## config.mk

```make
export PLATFORM = sky130hd
export DESIGN_NAME = fifo_fed_bit_serializer
export DESIGN_NICKNAME = d
export VERILOG_FILES = /design/src/rtl/fbs_pkg.sv /design/src/rtl/fbs_front.sv /design/src/rtl/fbs_queue.sv /design/src/rtl/fbs_back.sv /design/src/rtl/fifo_fed_bit_serializer.sv
export VERILOG_INCLUDE_DIRS = /design/src /design/src/rtl
export SDC_FILE = /design/constraint.sdc
export NUM_CORES = 1
export LEC_CHECK = 0
export BUFFER_PORTS_ARGS = -buffer_cell sky130_fd_sc_hd__buf_2
export CAP_MARGIN = 10
export CORE_ASPECT_RATIO = 0.5
export CORE_UTILIZATION = 52
export CTS_CLUSTER_DIAMETER = 150
export DETAILED_ROUTE_END_ITERATION = 8
export PLACE_DENSITY = 0.68
export SLEW_MARGIN = 20
export SYNTH_ARGS = -nofsm -noshare
export SYNTH_HDL_FRONTEND = slang
export SYNTH_HIERARCHICAL = 1
export SYNTH_SLANG_ARGS = --single-unit
```

## constraint.sdc

```tcl
create_clock -name clock -period 3.6 [get_ports clock]
set_input_delay 0.36 -clock clock [delete_from_list [all_inputs] [get_ports clock]]
set_output_delay 0.36 -clock clock [all_outputs]
set_load 0.05 [all_outputs]
```

## src/rtl/fifo_fed_bit_serializer_assert.svh

```systemverilog
`ifndef FIFO_FED_BIT_SERIALIZER_ASSERT_SVH
`define FIFO_FED_BIT_SERIALIZER_ASSERT_SVH

// Same-cycle implication, disabled during reset.
`define FBS_ASSERT_NOW(label, clk, rst, ante, cons, msg) \
   label: assert property (@(posedge clk) disable iff (rst) (ante) |-> (cons)) \
      else $error(msg);

// Next-cycle implication, disabled during reset.
`define FBS_ASSERT_NEXT(label, clk, rst, ante, cons, msg) \
   label: assert property (@(posedge clk) disable iff (rst) (ante) |=> (cons)) \
      else $error(msg);

`endif

```

## src/rtl/fbs_pkg.sv

```systemverilog
package fbs_pkg;

   // ring store
   localparam int FIFO_DEPTH = 64;
   localparam int PTR_W      = (FIFO_DEPTH > 1) ? $clog2(FIFO_DEPTH) : 1;

   // field widths
   localparam int BYTE_W    = 8;
   localparam int REMAIN_W  = 4;
   localparam int COUNT_W   = 6;
   localparam int BIT_POS_W = 4;

   // serial frame
   localparam int BITS_PER_BYTE = 8;
   localparam int BIT_SEL_W     = $clog2(BITS_PER_BYTE);

   // queue between front and back
   localparam int QUEUE_DEPTH = 2;
   localparam int QPTR_W      = $clog2(QUEUE_DEPTH);
   localparam int QCNT_W      = $clog2(QUEUE_DEPTH + 1);

   typedef enum logic [1:0] {
      OP_TICK = 2'd0,
      OP_PUSH = 2'd1,
      OP_HOLD = 2'd2
   } op_type;

   typedef struct packed {
      logic                cmd;
      logic [BYTE_W-1:0]   data_byte;
      logic [REMAIN_W-1:0] shift_remaining;
   } req_type;

   typedef struct packed {
      logic               line_level;
      logic               start_edge;
      logic               push_refused;
      logic [COUNT_W-1:0] fifo_count;
      logic               busy_res;
   } rsp_type;

   typedef struct packed {
      op_type              op;
      logic [BYTE_W-1:0]   data_byte;
      logic [REMAIN_W-1:0] shift_remaining;
   } q_entry_type;

   typedef struct packed {
      logic valid;
      logic full;
   } q_status_type;

endpackage

```

## src/rtl/fbs_front.sv

```systemverilog
module fbs_front (
   input  logic                 clock,
   input  logic                 reset,
   input  logic                 req_valid,
   output logic                 req_ready,
   input  fbs_pkg::req_type     req,
   input  logic                 csr_write_en,
   input  logic                 csr_write_data,
   input  fbs_pkg::q_status_type q_status,
   output logic                 q_push,
   output fbs_pkg::q_entry_type q_entry
);

   logic port_attached_ff;
   logic port_attached_in;

   always_comb begin
      port_attached_in = port_attached_ff;
      if (csr_write_en) begin
         port_attached_in = csr_write_data;
      end
   end

   always_ff @(posedge clock) begin
      if (reset) begin
         port_attached_ff <= 1'b1;
      end else begin
         port_attached_ff <= port_attached_in;
      end
   end

   assign req_ready = !q_status.full;
   assign q_push    = req_valid && !q_status.full;

   // a tick on a detached port is a no-op for the back end
   always_comb begin
      q_entry.data_byte       = req.data_byte;
      q_entry.shift_remaining = req.shift_remaining;
      if (req.cmd) begin
         q_entry.op = fbs_pkg::OP_PUSH;
      end else if (port_attached_ff) begin
         q_entry.op = fbs_pkg::OP_TICK;
      end else begin
         q_entry.op = fbs_pkg::OP_HOLD;
      end
   end

endmodule

```

## src/rtl/fbs_queue.sv

```systemverilog
module fbs_queue (
   input  logic                   clock,
   input  logic                   reset,
   input  logic                   push,
   input  fbs_pkg::q_entry_type   push_entry,
   input  logic                   pop,
   output fbs_pkg::q_status_type  status,
   output fbs_pkg::q_entry_type   head
);

   localparam logic [fbs_pkg::QPTR_W-1:0] LAST_SLOT =
      fbs_pkg::QPTR_W'(fbs_pkg::QUEUE_DEPTH - 1);
   localparam logic [fbs_pkg::QCNT_W-1:0] FULL_CNT =
      fbs_pkg::QCNT_W'(fbs_pkg::QUEUE_DEPTH);

   fbs_pkg::q_entry_type          slot_ff [fbs_pkg::QUEUE_DEPTH];
   logic [fbs_pkg::QPTR_W-1:0]    wr_ptr_ff;
   logic [fbs_pkg::QPTR_W-1:0]    wr_ptr_in;
   logic [fbs_pkg::QPTR_W-1:0]    rd_ptr_ff;
   logic [fbs_pkg::QPTR_W-1:0]    rd_ptr_in;
   logic [fbs_pkg::QCNT_W-1:0]    cnt_ff;
   logic [fbs_pkg::QCNT_W-1:0]    cnt_in;

   assign status.valid = (cnt_ff != '0);
   assign status.full  = (cnt_ff == FULL_CNT);
   assign head         = slot_ff[rd_ptr_ff];

   always_comb begin
      wr_ptr_in = wr_ptr_ff;
      rd_ptr_in = rd_ptr_ff;
      cnt_in    = cnt_ff;
      if (push) begin
         wr_ptr_in = (wr_ptr_ff == LAST_SLOT) ? '0 : wr_ptr_ff + 1'b1;
      end
      if (pop) begin
         rd_ptr_in = (rd_ptr_ff == LAST_SLOT) ? '0 : rd_ptr_ff + 1'b1;
      end
      if (push && !pop) begin
         cnt_in = cnt_ff + 1'b1;
      end else if (pop && !push) begin
         cnt_in = cnt_ff - 1'b1;
      end
   end

   always_ff @(posedge clock) begin
      if (reset) begin
         wr_ptr_ff <= '0;
         rd_ptr_ff <= '0;
         cnt_ff    <= '0;
      end else begin
         wr_ptr_ff <= wr_ptr_in;
         rd_ptr_ff <= rd_ptr_in;
         cnt_ff    <= cnt_in;
      end
   end

   always_ff @(posedge clock) begin
      if (push) begin
         slot_ff[wr_ptr_ff] <= push_entry;
      end
   end

endmodule

```

## src/rtl/fbs_back.sv

```systemverilog
module fbs_back (
   input  logic                  clock,
   input  logic                  reset,
   input  fbs_pkg::q_status_type q_status,
   input  fbs_pkg::q_entry_type  q_head,
   output logic                  q_pop,
   output logic                  rsp_valid,
   input  logic                  rsp_ready,
   output fbs_pkg::rsp_type      rsp
);

   localparam logic [fbs_pkg::PTR_W-1:0] LAST_IDX =
      fbs_pkg::PTR_W'(fbs_pkg::FIFO_DEPTH - 1);
   localparam logic [fbs_pkg::PTR_W-1:0] FULL_FILL =
      fbs_pkg::PTR_W'(fbs_pkg::FIFO_DEPTH - 1);
   localparam logic [fbs_pkg::BIT_POS_W-1:0] FRAME_BITS =
      fbs_pkg::BIT_POS_W'(fbs_pkg::BITS_PER_BYTE);

   logic [fbs_pkg::BYTE_W-1:0]    store_mem [fbs_pkg::FIFO_DEPTH];

   logic [fbs_pkg::PTR_W-1:0]     wr_ptr_ff,  wr_ptr_in;
   logic [fbs_pkg::PTR_W-1:0]     rd_ptr_ff,  rd_ptr_in;
   logic [fbs_pkg::PTR_W-1:0]     fill_ff,    fill_in;
   logic [fbs_pkg::BYTE_W-1:0]    head_ff;
   logic                          shifting_ff, shifting_in;
   logic [fbs_pkg::BYTE_W-1:0]    held_ff,    held_in;
   logic [fbs_pkg::BIT_POS_W-1:0] bit_pos_ff, bit_pos_in;
   logic [fbs_pkg::REMAIN_W-1:0]  last_rem_ff, last_rem_in;
   logic                          line_ff,    line_in;
   logic                          rsp_valid_ff, rsp_valid_in;
   fbs_pkg::rsp_type              rsp_ff,     rsp_in;

   logic                          go;
   logic                          store_we;
   logic                          head_bypass;
   logic                          edge_flag;
   logic                          refused;

   // one op per cycle whenever the output register is free or draining
   assign go    = q_status.valid && (!rsp_valid_ff || rsp_ready);
   assign q_pop = go;

   always_comb begin
      wr_ptr_in   = wr_ptr_ff;
      rd_ptr_in   = rd_ptr_ff;
      fill_in     = fill_ff;
      shifting_in = shifting_ff;
      held_in     = held_ff;
      bit_pos_in  = bit_pos_ff;
      last_rem_in = last_rem_ff;
      line_in     = line_ff;
      store_we    = 1'b0;
      head_bypass = 1'b0;
      edge_flag   = 1'b0;
      refused     = 1'b0;

      if (go) begin
         unique case (q_head.op)
            fbs_pkg::OP_PUSH: begin
               if (fill_ff == FULL_FILL) begin
                  refused = 1'b1;
               end else begin
                  store_we    = 1'b1;
                  head_bypass = (fill_ff == '0);
                  wr_ptr_in   = (wr_ptr_ff == LAST_IDX) ? '0 : wr_ptr_ff + 1'b1;
                  fill_in     = fill_ff + 1'b1;
               end
            end
            fbs_pkg::OP_TICK: begin
               if (!shifting_ff) begin
                  if (fill_ff != '0) begin
                     held_in     = head_ff;
                     rd_ptr_in   = (rd_ptr_ff == LAST_IDX) ? '0 : rd_ptr_ff + 1'b1;
                     fill_in     = fill_ff - 1'b1;
                     bit_pos_in  = '0;
                     edge_flag   = 1'b1;
                     line_in     = head_ff[0];
                     last_rem_in = q_head.shift_remaining;
                     shifting_in = 1'b1;
                  end
               end else if (q_head.shift_remaining < last_rem_ff) begin
                  bit_pos_in  = bit_pos_ff + 1'b1;
                  last_rem_in = q_head.shift_remaining;
                  if (bit_pos_in < FRAME_BITS) begin
                     line_in = held_ff[bit_pos_in[fbs_pkg::BIT_SEL_W-1:0]];
                  end else begin
                     line_in     = 1'b1;
                     shifting_in = 1'b0;
                  end
               end
            end
            default: begin
               // detached tick: state holds
            end
         endcase
      end

      rsp_in.line_level   = line_in;
      rsp_in.start_edge   = edge_flag;
      rsp_in.push_refused = refused;
      rsp_in.fifo_count   = fbs_pkg::COUNT_W'(fill_in);
      rsp_in.busy_res     = shifting_in;

      rsp_valid_in = rsp_valid_ff;
      if (go) begin
         rsp_valid_in = 1'b1;
      end else if (rsp_ready) begin
         rsp_valid_in = 1'b0;
      end
   end

   always_ff @(posedge clock) begin
      if (reset) begin
         wr_ptr_ff    <= '0;
         rd_ptr_ff    <= '0;
         fill_ff      <= '0;
         shifting_ff  <= 1'b0;
         held_ff      <= '0;
         bit_pos_ff   <= '0;
         last_rem_ff  <= '0;
         line_ff      <= 1'b1;
         rsp_valid_ff <= 1'b0;
      end else begin
         wr_ptr_ff    <= wr_ptr_in;
         rd_ptr_ff    <= rd_ptr_in;
         fill_ff      <= fill_in;
         shifting_ff  <= shifting_in;
         held_ff      <= held_in;
         bit_pos_ff   <= bit_pos_in;
         last_rem_ff  <= last_rem_in;
         line_ff      <= line_in;
         rsp_valid_ff <= rsp_valid_in;
      end
   end

   always_ff @(posedge clock) begin
      if (go) begin
         rsp_ff <= rsp_in;
      end
   end

   // ring store; head_ff tracks the entry at the read pointer, with a
   // bypass for a push into an empty store
   always_ff @(posedge clock) begin
      if (store_we) begin
         store_mem[wr_ptr_ff] <= q_head.data_byte;
      end
      if (head_bypass) begin
         head_ff <= q_head.data_byte;
      end else begin
         head_ff <= store_mem[rd_ptr_in];
      end
   end

   assign rsp_valid = rsp_valid_ff;
   assign rsp       = rsp_ff;

endmodule

```

## src/rtl/fifo_fed_bit_serializer.sv

```systemverilog
// A request beat is registered in the queue and then in the back end's output register before
// its result beat is presented; a stalling result side holds it in the queue.
// Throughput: one request beat per cycle, sustained while the result side is not stalling.
// Reset: synchronous, active high; empties the byte ring, idles the line high
// and attaches the port. The ring store itself is not cleared.
`include "fifo_fed_bit_serializer_assert.svh"

module fifo_fed_bit_serializer (
   input  logic              clock,
   input  logic              reset,
   input  logic              req_valid,
   output logic              req_ready,
   input  fbs_pkg::req_type  req,
   output logic              rsp_valid,
   input  logic              rsp_ready,
   output fbs_pkg::rsp_type  rsp,
   input  logic              csr_write_en,
   input  logic              csr_write_data
);

   // Front: holds port_attached and tags each beat as push, tick or
   // detached tick (no-op).
   // Queue: two entries, so the front can take beats while the back
   // waits on a stalled result register, until the queue fills.
   // Back: ring FIFO, serializer state and the output register, one op a cycle unless stalled.

   fbs_pkg::q_status_type q_status;
   fbs_pkg::q_entry_type  q_entry;
   fbs_pkg::q_entry_type  q_head;
   logic                  q_push;
   logic                  q_pop;

   fbs_front u_front (
      .clock          (clock),
      .reset          (reset),
      .req_valid      (req_valid),
      .req_ready      (req_ready),
      .req            (req),
      .csr_write_en   (csr_write_en),
      .csr_write_data (csr_write_data),
      .q_status       (q_status),
      .q_push         (q_push),
      .q_entry        (q_entry)
   );

   fbs_queue u_queue (
      .clock      (clock),
      .reset      (reset),
      .push       (q_push),
      .push_entry (q_entry),
      .pop        (q_pop),
      .status     (q_status),
      .head       (q_head)
   );

   fbs_back u_back (
      .clock     (clock),
      .reset     (reset),
      .q_status  (q_status),
      .q_head    (q_head),
      .q_pop     (q_pop),
      .rsp_valid (rsp_valid),
      .rsp_ready (rsp_ready),
      .rsp       (rsp)
   );

   // a start beat always leaves the serializer busy
   `FBS_ASSERT_NOW(a_start_busy, clock, reset, rsp_valid && rsp.start_edge, rsp.busy_res, "start without busy")
   // an idle serializer keeps the line high
   `FBS_ASSERT_NOW(a_idle_high, clock, reset, rsp_valid && !rsp.busy_res, rsp.line_level, "idle line low")
   // a refused push never starts a byte
   `FBS_ASSERT_NOW(a_refuse_no_start, clock, reset, rsp_valid && rsp.push_refused, !rsp.start_edge, "refused push started a byte")
   // a queued beat with a free result register yields a result next cycle
   `FBS_ASSERT_NEXT(a_beat_flows, clock, reset, q_status.valid && (!rsp_valid || rsp_ready), rsp_valid, "beat stuck in queue")

endmodule
```

; Word-level counts from Yosys, hierarchy flattened
; Memories as Yosys holds them, arrays and structs flattened. A register that Yosys moved wholly into a read port is not among the register bits.
; Cells that the tools add are included.
[totals]
reg_bits = 60
mem_bits_rw = 540
inputBits = 19
output_inout_bits = 12
wordCells = 115
mem_count = 2
[op_classes]
add_sub_neg = 9
n_lt_le_gt_ge = 3
eq_ne = 6
mux = 53
n_bitwise = 3
reduce_logical = 20
[mem_list]
columns = memory, depth, word_bits, rd, rd_ports_with_merged_regs, wr, line
row1 = u_back.store_mem, 64, 8, 1, 0, 1, fbs_back.sv:19  ; logic [fbs_pkg::BYTE_W-1:0] store_mem [fbs_pkg::FIFO_DEPTH];
row2 = u_queue.slot_ff, 2, 14, 1, 1, 1, fbs_queue.sv:16  ; fbs_pkg::q_entry_type slot_ff [fbs_pkg::QUEUE_DEPTH];
[op_table]
columns = cell, count
row1 = $mux 6, 10
row2 = $mux 1, 30
row3 = $mux 4, 6
row4 = $add 6x1->6 const B, 3
row5 = $eq 6x6->1 const B, 3
row6 = $pmux 6 s2, 1
row7 = $mux 2, 4
row8 = $mux 8, 1
row9 = $reduce_and 4->1, 2
row10 = $reduce_bool 2->1, 4
row11 = $logic_not 6->1, 1
row12 = $reduce_bool 6->1, 1
row13 = $sub 6x1->6 const B, 1
row14 = $add 4x1->4 const B, 1
row15 = $logic_and 1x1->1, 4
row16 = $logic_not 1->1, 4
row17 = $lt 3x4->1 const B, 1
row18 = $lt 4x4->1, 1
row19 = $lt 4x4->1 const B, 1
row20 = $bmux 1 s3, 1
row21 = $not 1->1, 3
row22 = $reduce_and 3->1, 1
row23 = $add 1x1->1 const B, 2
row24 = $add 2x1->2 const B, 1
row25 = other kinds (7), 7

; Longest topological paths before layout
; Gate-level depths: netlist (run 1).
[logic_depth]
ltp_word = 8
ltp_mapped = 16
depth_no_buf = 10

; Cells and area by module
; Netlist (run 1), hierarchy kept.
[modules_own_cells]
columns = module, instances, cells_each, area_each_um2, seq_area_each_um2
row1 = fbs_back, 1, 1667, 23151.0, 16575.9
row2 = fbs_queue, 1, 65, 1216.2, 940.9
row3 = fbs_front, 1, 19, 146.4, 20.0

; Worst setup path before layout (run 1)
; No wires, ideal clock.
[synth_path]
path_kind = reg2reg
startpoint = register (tool-made name)
endpoint = register u_back/head_ff[0] (netlist bit)
setup_time_ns = 0.122
t_arrival_ns = 3.090
required_ns = 3.478
path_slack_ns = 0.388
stages_incl_launch_ff = 14
cell_sequence = dfxtp_1 -> buf_4 -> mux2_2 -> nor2_1 -> and3_1 -> buf_2 -> nand3_1 -> nand2_2 -> buf_4 -> buf_2 -> mux4_2 -> a2111oi_0 -> nor4_1 -> o32a_1
[synth_rtl]
columns = item, line
row1 = end signal: assignment, fbs_back.sv:149  ; head_ff <= q_head.data_byte;
row2 = end signal: assignment, fbs_back.sv:151  ; head_ff <= store_mem[rd_ptr_in];
row3 = end: declaration, fbs_back.sv:24  ; logic [fbs_pkg::BYTE_W-1:0] head_ff;

==> flow_summary_export.csv, run 1 <==
group,metric,value,unit
clock_network,cts_buffer_depth,3,
power_and_ir_drop,power.internal,12.6,mW
finish,n_antenna_cell,0,
synth,synth_top_cell_by_area,"edfxtp_1",
floorplanning,row_count,55,
min_path,hold_class,"in -> reg",
placement,place_ws,-35.3,ps
finish,syn_to_final_growth,15.3,%
power_and_ir_drop,p_total,17.6,mW
synth,synthArstFlopShare,0,%
clock_network,cts_inserted_buffers,52,
setup_path,worst_setup_path_start_kind,"flip-flop",
setup_path,path_class,"reg -> reg",
sta,final.period_utilization,95.6,%
placement,place.gp.congestion,0.928,
synth,postSynthCellCount,1751,
flow_run,maxCapViolations,0,
global_route,antenna_found_initial,0,
sta,timing.fmax,0.290,GHz
sta,relSlewSlack,41.1,%
clock_network,clk_pin_slew,70,ps
setup_path,critPathTopFamily,"simple AND/OR/NAND/NOR gates",
setup_path,cp_slowest_cell,"o31a_2",
clock_network,cts.sinks,601,
setup_path,critPathMostFrequentCell,"buf_4",
finish,drive_gt1_share,18.8,%
synth,synth_area_leaders,"edfxtp_1 67%, nand2_1 5.1%, dfxtp_1 4.2%",
placement,hpwlAfterDp,39700,um
synth,yosysWarnings,6,
global_route,grt_usage,25.6,%
synth,ys.flop_type,"edfxtp_1",
setup_path,cpPeakStageDelay,420,ps
floorplanning,core_area,45800,um2
synth,ys_types,69,
sta,max_slew.worst_pin.slew,884,ps
synth,synth.yosys.seq_area_share,71.5,%
clock_network,cts_tree,"done",
clock_network,htreeDepth,2,
synth,synth_most_common_cell,"edfxtp_1",
sta,fin_ws,157,ps
floorplanning,io_pins,31,
power_and_ir_drop,swShare,28.5,%
power_and_ir_drop,p_per_area,624,nW/um2
sta,hold_slack,209,ps
synth,postSynthRegisterBits,601,
synth,synth_edf_count,550,
global_route,grt_pass1_wl,91100,um
setup_path,critPathCaptureType,"flip-flop",
floorplanning,die_h,156,um
setup_path,cp_cell_sequence,"mux2_2 -> nor2_2 -> and3_4 -> buf_4 -> nand2_2 -> o31a_2 -> buf_12 -> buf_4 -> nor2_1 -> a32o_1 -> nor4_2 -> buf_4 -> o32a_1",
sta,period_minus_slack,3440,ps
synth,synth_common_cells,"550 x edfxtp_1, 334 x nand2_1, 110 x nor2_1, 102 x nand3_1, 86 x a21oi_1",
sta,clock_skew,11.9,ps
route,drc,0,
global_route,grt_max_degree,66,
route,via_per_inst,6.05,
synth,syn_area,24500,um2
synth,synth_nets,1779,
sta,finalHoldViolations,0,
floorplanning,fp.dieW,309,um
sta,drv_slew,0,
route,vias,15674,
power_and_ir_drop,p_leak,9.89,nW
floorplanning,dieArea,48100,um2
setup_path,path_buf_inv,4,
finish,fin_nets,1948,
run_status,status,"finished, final reports clean",
setup_path,worstPathMaxFanout,13,
route,dr.first_iter.drc_count,1933,
global_route,overflow,0,
sta,rsz0062_at_grt,"false",
power_and_ir_drop,comb_power_share,20.2,%
route,first_pass_iters,6,
route,routedWlPerCell,23.8,um
clock_network,cts_setup_buffers,0,
floorplanning,initial_utilization,53.5,%
finish,fin_util,61.7,%
power_and_ir_drop,ir_drop,425,uV
finish,fill_cells,3421,
synth,synth_top_cell_area_share,67.4,%
setup_path,crit_arrival,3910,ps
route,routed_wl,61700,um
power_and_ir_drop,p_sw,5.02,mW
setup_path,required,4060,ps
synth,syn_area_per_cell,14.0,um2
power_and_ir_drop,power_frac_clock,31.4,%
clock_network,cts_root_buffer,"clkbuf_16",
placement,port_buffers,30,
clock_network,clkLatencyLatePin,580,ps
sta,setup_viol,0,
route,ant_nets,0,
power_and_ir_drop,seq_power_share,48.4,%
global_route,grt_pass1_vias,14737,
-- per-layer routing --
| layer | up-vias | global-route usage (%) | part of all wire [%] |
|---|---|---|---|
| li1 | 6917 | - | - |
| met1 | 7810 | 37.5 | 42 |
| met2 | 863 | 38.9 | 44 |
| met3 | 84 | 6.74 | 12 |
| met4 | 0 | 4.71 | 1.6 |
| met5 | - | 0 | 0 |
-- sequential cells by signal, summed over array words and instances (netlist names), named ones only --
signal	cells
u_back/bit_pos_ff	4
u_back/fill_ff	6
u_back/head_ff	8
u_back/held_ff	8
u_back/last_rem_ff	4
u_back/line_ff	1
u_back/rd_ptr_ff	6
u_back/rsp	10
u_back/rsp_valid	1
u_back/shifting_ff	1
u_back/store_mem	512
u_back/wr_ptr_ff	6
u_front/port_attached_ff	1
u_queue/cnt_ff	2
u_queue/rd_ptr_ff	1
u_queue/slot_ff	28
u_queue/wr_ptr_ff	1
-- cells by family after synthesis --
kind of cell	after synthesis	synth area share (%)
mux	109	5.92
flops	601	71.5
compound gates	256	7.18
simple gates	631	11.3
xor+xnor	16	0.572
fa+ha+maj	9	0.459
buf+inv	129	3.07
-- metrics by stage --
step	instance area, um2	setup TNS, ps	cells
6_report	28300	0	2589
5_1_grt	28300	0	2589
4_1_cts	28100	0	2587
3_3_place_gp	26300	-14.7	2476
3_5_place_dp	26300	-80.2	2476
2_1_floorplan	24500	0	1751
-- cell usage in the layout (no fill, tap or decap), types with 13 or more instances in the layout --
cell	instances
clkbuf_16	55
nand3_1	100
edfxtp_1	550
a311oi_1	14
clkinv_1	14
a21oi_1	86
and3_1	13
dlygate4sd3_1	15
a211oi_1	17
o21ai_0	36
buf_2	30
mux2i_1	64
nor2b_1	13
a32o_1	19
nand2_1	334
dfxtp_1	51
mux4_2	27
nor2_1	109
buf_4	169
mux2_2	18
inv_1	14
-- power groups by stage --
stage | registers [mW] | clock network [mW] | logic, mW
5_1_grt | 8.55 | 5.87 | 3.79
6_report | 8.53 | 5.54 | 3.56
4_1_cts | 8.53 | 5.60 | 3.46
2_1_floorplan | 8.85 | 0 | 1.97
3_3_place_gp | 8.67 | 0 | 3.37
3_5_place_dp | 8.68 | 0 | 3.42
-- repair_timing --
item	CTS	global route
gates cloned	0	2
resized for setup	2	25
endpoints found under the hold margin	27	0
hold buffers	15	0
endpoints found under the setup margin	5	8
-- worst reg2reg max path, stage by stage (launching register included) --
cell and delay [ps]:
dfxtp_1 360, mux2_2 370, nor2_2 190, and3_4 290
buf_4 160, nand2_2 90, o31a_2 430, buf_12 190
buf_4 200, nor2_1 400, a32o_1 280, nor4_2 80
buf_4 150, o32a_1 170
-- cell type report --
cell class	instances	area, um2	share of cell area [%]
flip-flops and latches	601	17500	62.0
clock inverters	32	275	0.973
clock buffers	64	1390	4.91
well taps	627	785	2.77
inverters	14	52.6	0.186
multi-input cells	1021	6340	22.4
repair buffers	230	1900	6.71
-- final timing paths --
path | from | slack (ps) | end | cells past startpoint
min | rsp_ready | 210 | u_back/rsp_valid$_SDFFE_PP0P_ | 3
max | flip-flop | 160 | u_back/head_ff[4]$_DFF_P_ | 13
min reg2reg | u_back/held_ff[5]$_SDFFE_PP0P_ | 460 | u_back/held_ff[5]$_SDFFE_PP0P_ | 2
max reg2reg | flip-flop | 160 | u_back/head_ff[4]$_DFF_P_ | 13
Note: power is estimated with default switching activity, not from simulation.
==> run 2, diff against run 1 <==
--- a/config.mk
+++ b/config.mk
@@ -9,10 +9,9 @@
 export BUFFER_PORTS_ARGS = -buffer_cell sky130_fd_sc_hd__buf_2
 export CAP_MARGIN = 10
 export CORE_ASPECT_RATIO = 0.5
-export CORE_UTILIZATION = 52
+export CORE_UTILIZATION = 40
 export CTS_CLUSTER_DIAMETER = 150
 export DETAILED_ROUTE_END_ITERATION = 8
-export PLACE_DENSITY = 0.68
 export SLEW_MARGIN = 20
 export SYNTH_ARGS = -nofsm -noshare
 export SYNTH_HDL_FRONTEND = slang
==> flow_summary_export.csv, run 2 (synthesis gave the netlist of run 1 again) <==
group,metric,value,unit
setup_path,path_class,"reg -> reg",
sta,period_minus_slack,3510,ps
clock_network,cts_buffer_depth,3,
setup_path,worstPathMaxFanout,10,
clock_network,cts_root_buffer,"clkbuf_16",
sta,setup_viol,0,
setup_path,crit_arrival,4040,ps
clock_network,clk_pin_slew,70,ps
global_route,grt_usage,20.9,%
sta,max_slew.worst_pin.slew,926,ps
floorplanning,io_pins,31,
route,dr.first_iter.drc_count,1789,
floorplanning,row_count,63,
route,drc,0,
finish,final_cells,2796,
sta,final.period_utilization,97.4,%
global_route,grt_max_degree,67,
setup_path,cpPeakStageDelay,530,ps
finish,drive_gt1_share,21.4,%
placement,place_area,26700,um2
clock_network,cts.sinks,601,
sta,relSlewSlack,38.3,%
placement,place.gp.congestion,0.931,
setup_path,cp_cell_sequence,"mux2_2 -> nor2_2 -> and3_4 -> buf_12 -> nand3_1 -> and2_2 -> nand2_2 -> buf_4 -> nor2_2 -> buf_4 -> a32o_1 -> o41ai_4 -> o32a_1",
sta,drv_slew,0,
power_and_ir_drop,p_per_area,631,nW/um2
setup_path,path_buf_inv,3,
finish,fin_util,48.7,%
route,first_pass_iters,6,
clock_network,htreeDepth,2,
sta,timing.fmax,0.285,GHz
clock_network,cts_inserted_buffers,55,
setup_path,cp_slowest_cell,"o41ai_4",
floorplanning,initial_utilization,40.9,%
power_and_ir_drop,p_leak,10.1,nW
floorplanning,die_h,177,um
setup_path,critPathCaptureType,"flip-flop",
route,via_per_inst,5.54,
placement,port_buffers,30,
finish,fill_cells,5139,
floorplanning,fp.dieW,352,um
finish,final_cell_mix,"550 x edfxtp_1, 334 x nand2_1, 179 x buf_4, 107 x nor2_1, 102 x nand3_1",
route,routedWlPerCell,23.7,um
finish,largest-register,"u_back/store_mem",
finish,layout_commonest_cell,"edfxtp_1",
route,routed_wl,66200,um
finish,design_area,29200,um2
power_and_ir_drop,p_total,18.4,mW
clock_network,cts_tree,"done",
finish,syn_to_final_growth,19.1,%
setup_path,worst_setup_path_start_kind,"flip-flop",
route,vias,15499,
power_and_ir_drop,ir_drop,494,uV
setup_path,critPathTopFamily,"simple AND/OR/NAND/NOR gates",
placement,hpwlAfterDp,42300,um
global_route,grt_pass1_vias,14581,
flow_run,maxCapViolations,0,
run_status,status,"finished, final reports clean",
floorplanning,core_area,59900,um2
clock_network,clkLatencyLatePin,590,ps
global_route,grt_pass1_wl,95700,um
global_route,antenna_found_initial,2,
finish,fin_nets,1966,
sta,finalHoldViolations,0,
sta,clock_skew,20.1,ps
setup_path,required,4130,ps
finish,largest_reg_flops,512,
global_route,overflow,0,
route,ant_nets,0,
placement,dp.cells,2671,
min_path,hold_class,"in -> reg",
floorplanning,dieArea,62300,um2
==> run 2: changes by cell type in the layout (fill, tap and decap cells not counted), sizes merged <==
| cell | change |
|---|---|
| clkbuf | +2 |
| bufinv | +3 |
| clkinvlp | +8 |
| inv | -1 |
| diode | +2 |
| clkinv | -7 |
| buf | +15 |
==> run 2: layout make-up <==
type	count	area (um2)	area share (%)
Multi-Input combinational cell	1021	6660	22.8
Sequential cell	601	17500	60.1
Clock inverter	35	393	1.35
Tap cell	812	1020	3.48
Timing Repair Buffer	245	2060	7.07
Inverter	14	52.6	0.180
Antenna cell	2	5.00	0.0171
Clock buffer	66	1470	5.04
==> run 2: what timing repair did <==
item / CTS / global route
endpoints found under the hold margin: 27 / 0
gates cloned: 0 / 2
resized for setup: 34 / 41
hold buffers: 15 / 0
buffers inserted: 5 / 0
pin swaps: 3 / 5
setup endpoints to repair: 8 / 8
==> run 2: metal layers <==
metal | vias up | global-route usage [%] | wire length (um)
met4 | 2 | 4.91 | 1360
met2 | 692 | 30.6 | 28300
li1 | 6955 | - | -
met3 | 88 | 5.84 | 6940
met5 | - | 1.23 | 106
met1 | 7762 | 30.5 | 29600
==> run 2: worst min-delay path, delay by kind of cell <==
family	cells	cell delay (ps)
AOI/OAI and AO/OA	1	90
and+or+nand+nor	1	190
buffers and inverters	1	70
==> run 2: power breakdown <==
part	leakage [nW]	switching, mW	internal (mW)
clock network	0.890	2.57	3.49
registers	5.38	0.150	8.41
logic	3.82	2.62	1.18
total	10.1	5.34	13.1
==> run 2: final timing paths <==
kind / slack, ps / depth (start not counted) / endpoint / start
worst min-delay path: 170 / 3 / u_back/rsp_valid$_SDFFE_PP0P_ / rsp_ready
worst max-delay path: 90 / 13 / u_back/head_ff[0]$_DFF_P_ / flip-flop
worst max register to register: 90 / 13 / u_back/head_ff[0]$_DFF_P_ / flip-flop
worst min register to register: 460 / 2 / u_back/held_ff[2]$_SDFFE_PP0P_ / u_back/held_ff[2]$_SDFFE_PP0P_
==> run 2: stage by stage <==
| step | hold WS, ps | TNS [ps] | setup WS [ps] |
|---|---|---|---|
| 2_1_floorplan | 417 | 0 | 388 |
| 4_1_cts | 150 | 0 | 5.20 |
| 3_5_place_dp | 448 | -2500 | -667 |
| 5_1_grt | 193 | -0.265 | -0.265 |
| 3_3_place_gp | 442 | -2560 | -576 |
| 6_report | 174 | 0 | 92.0 |
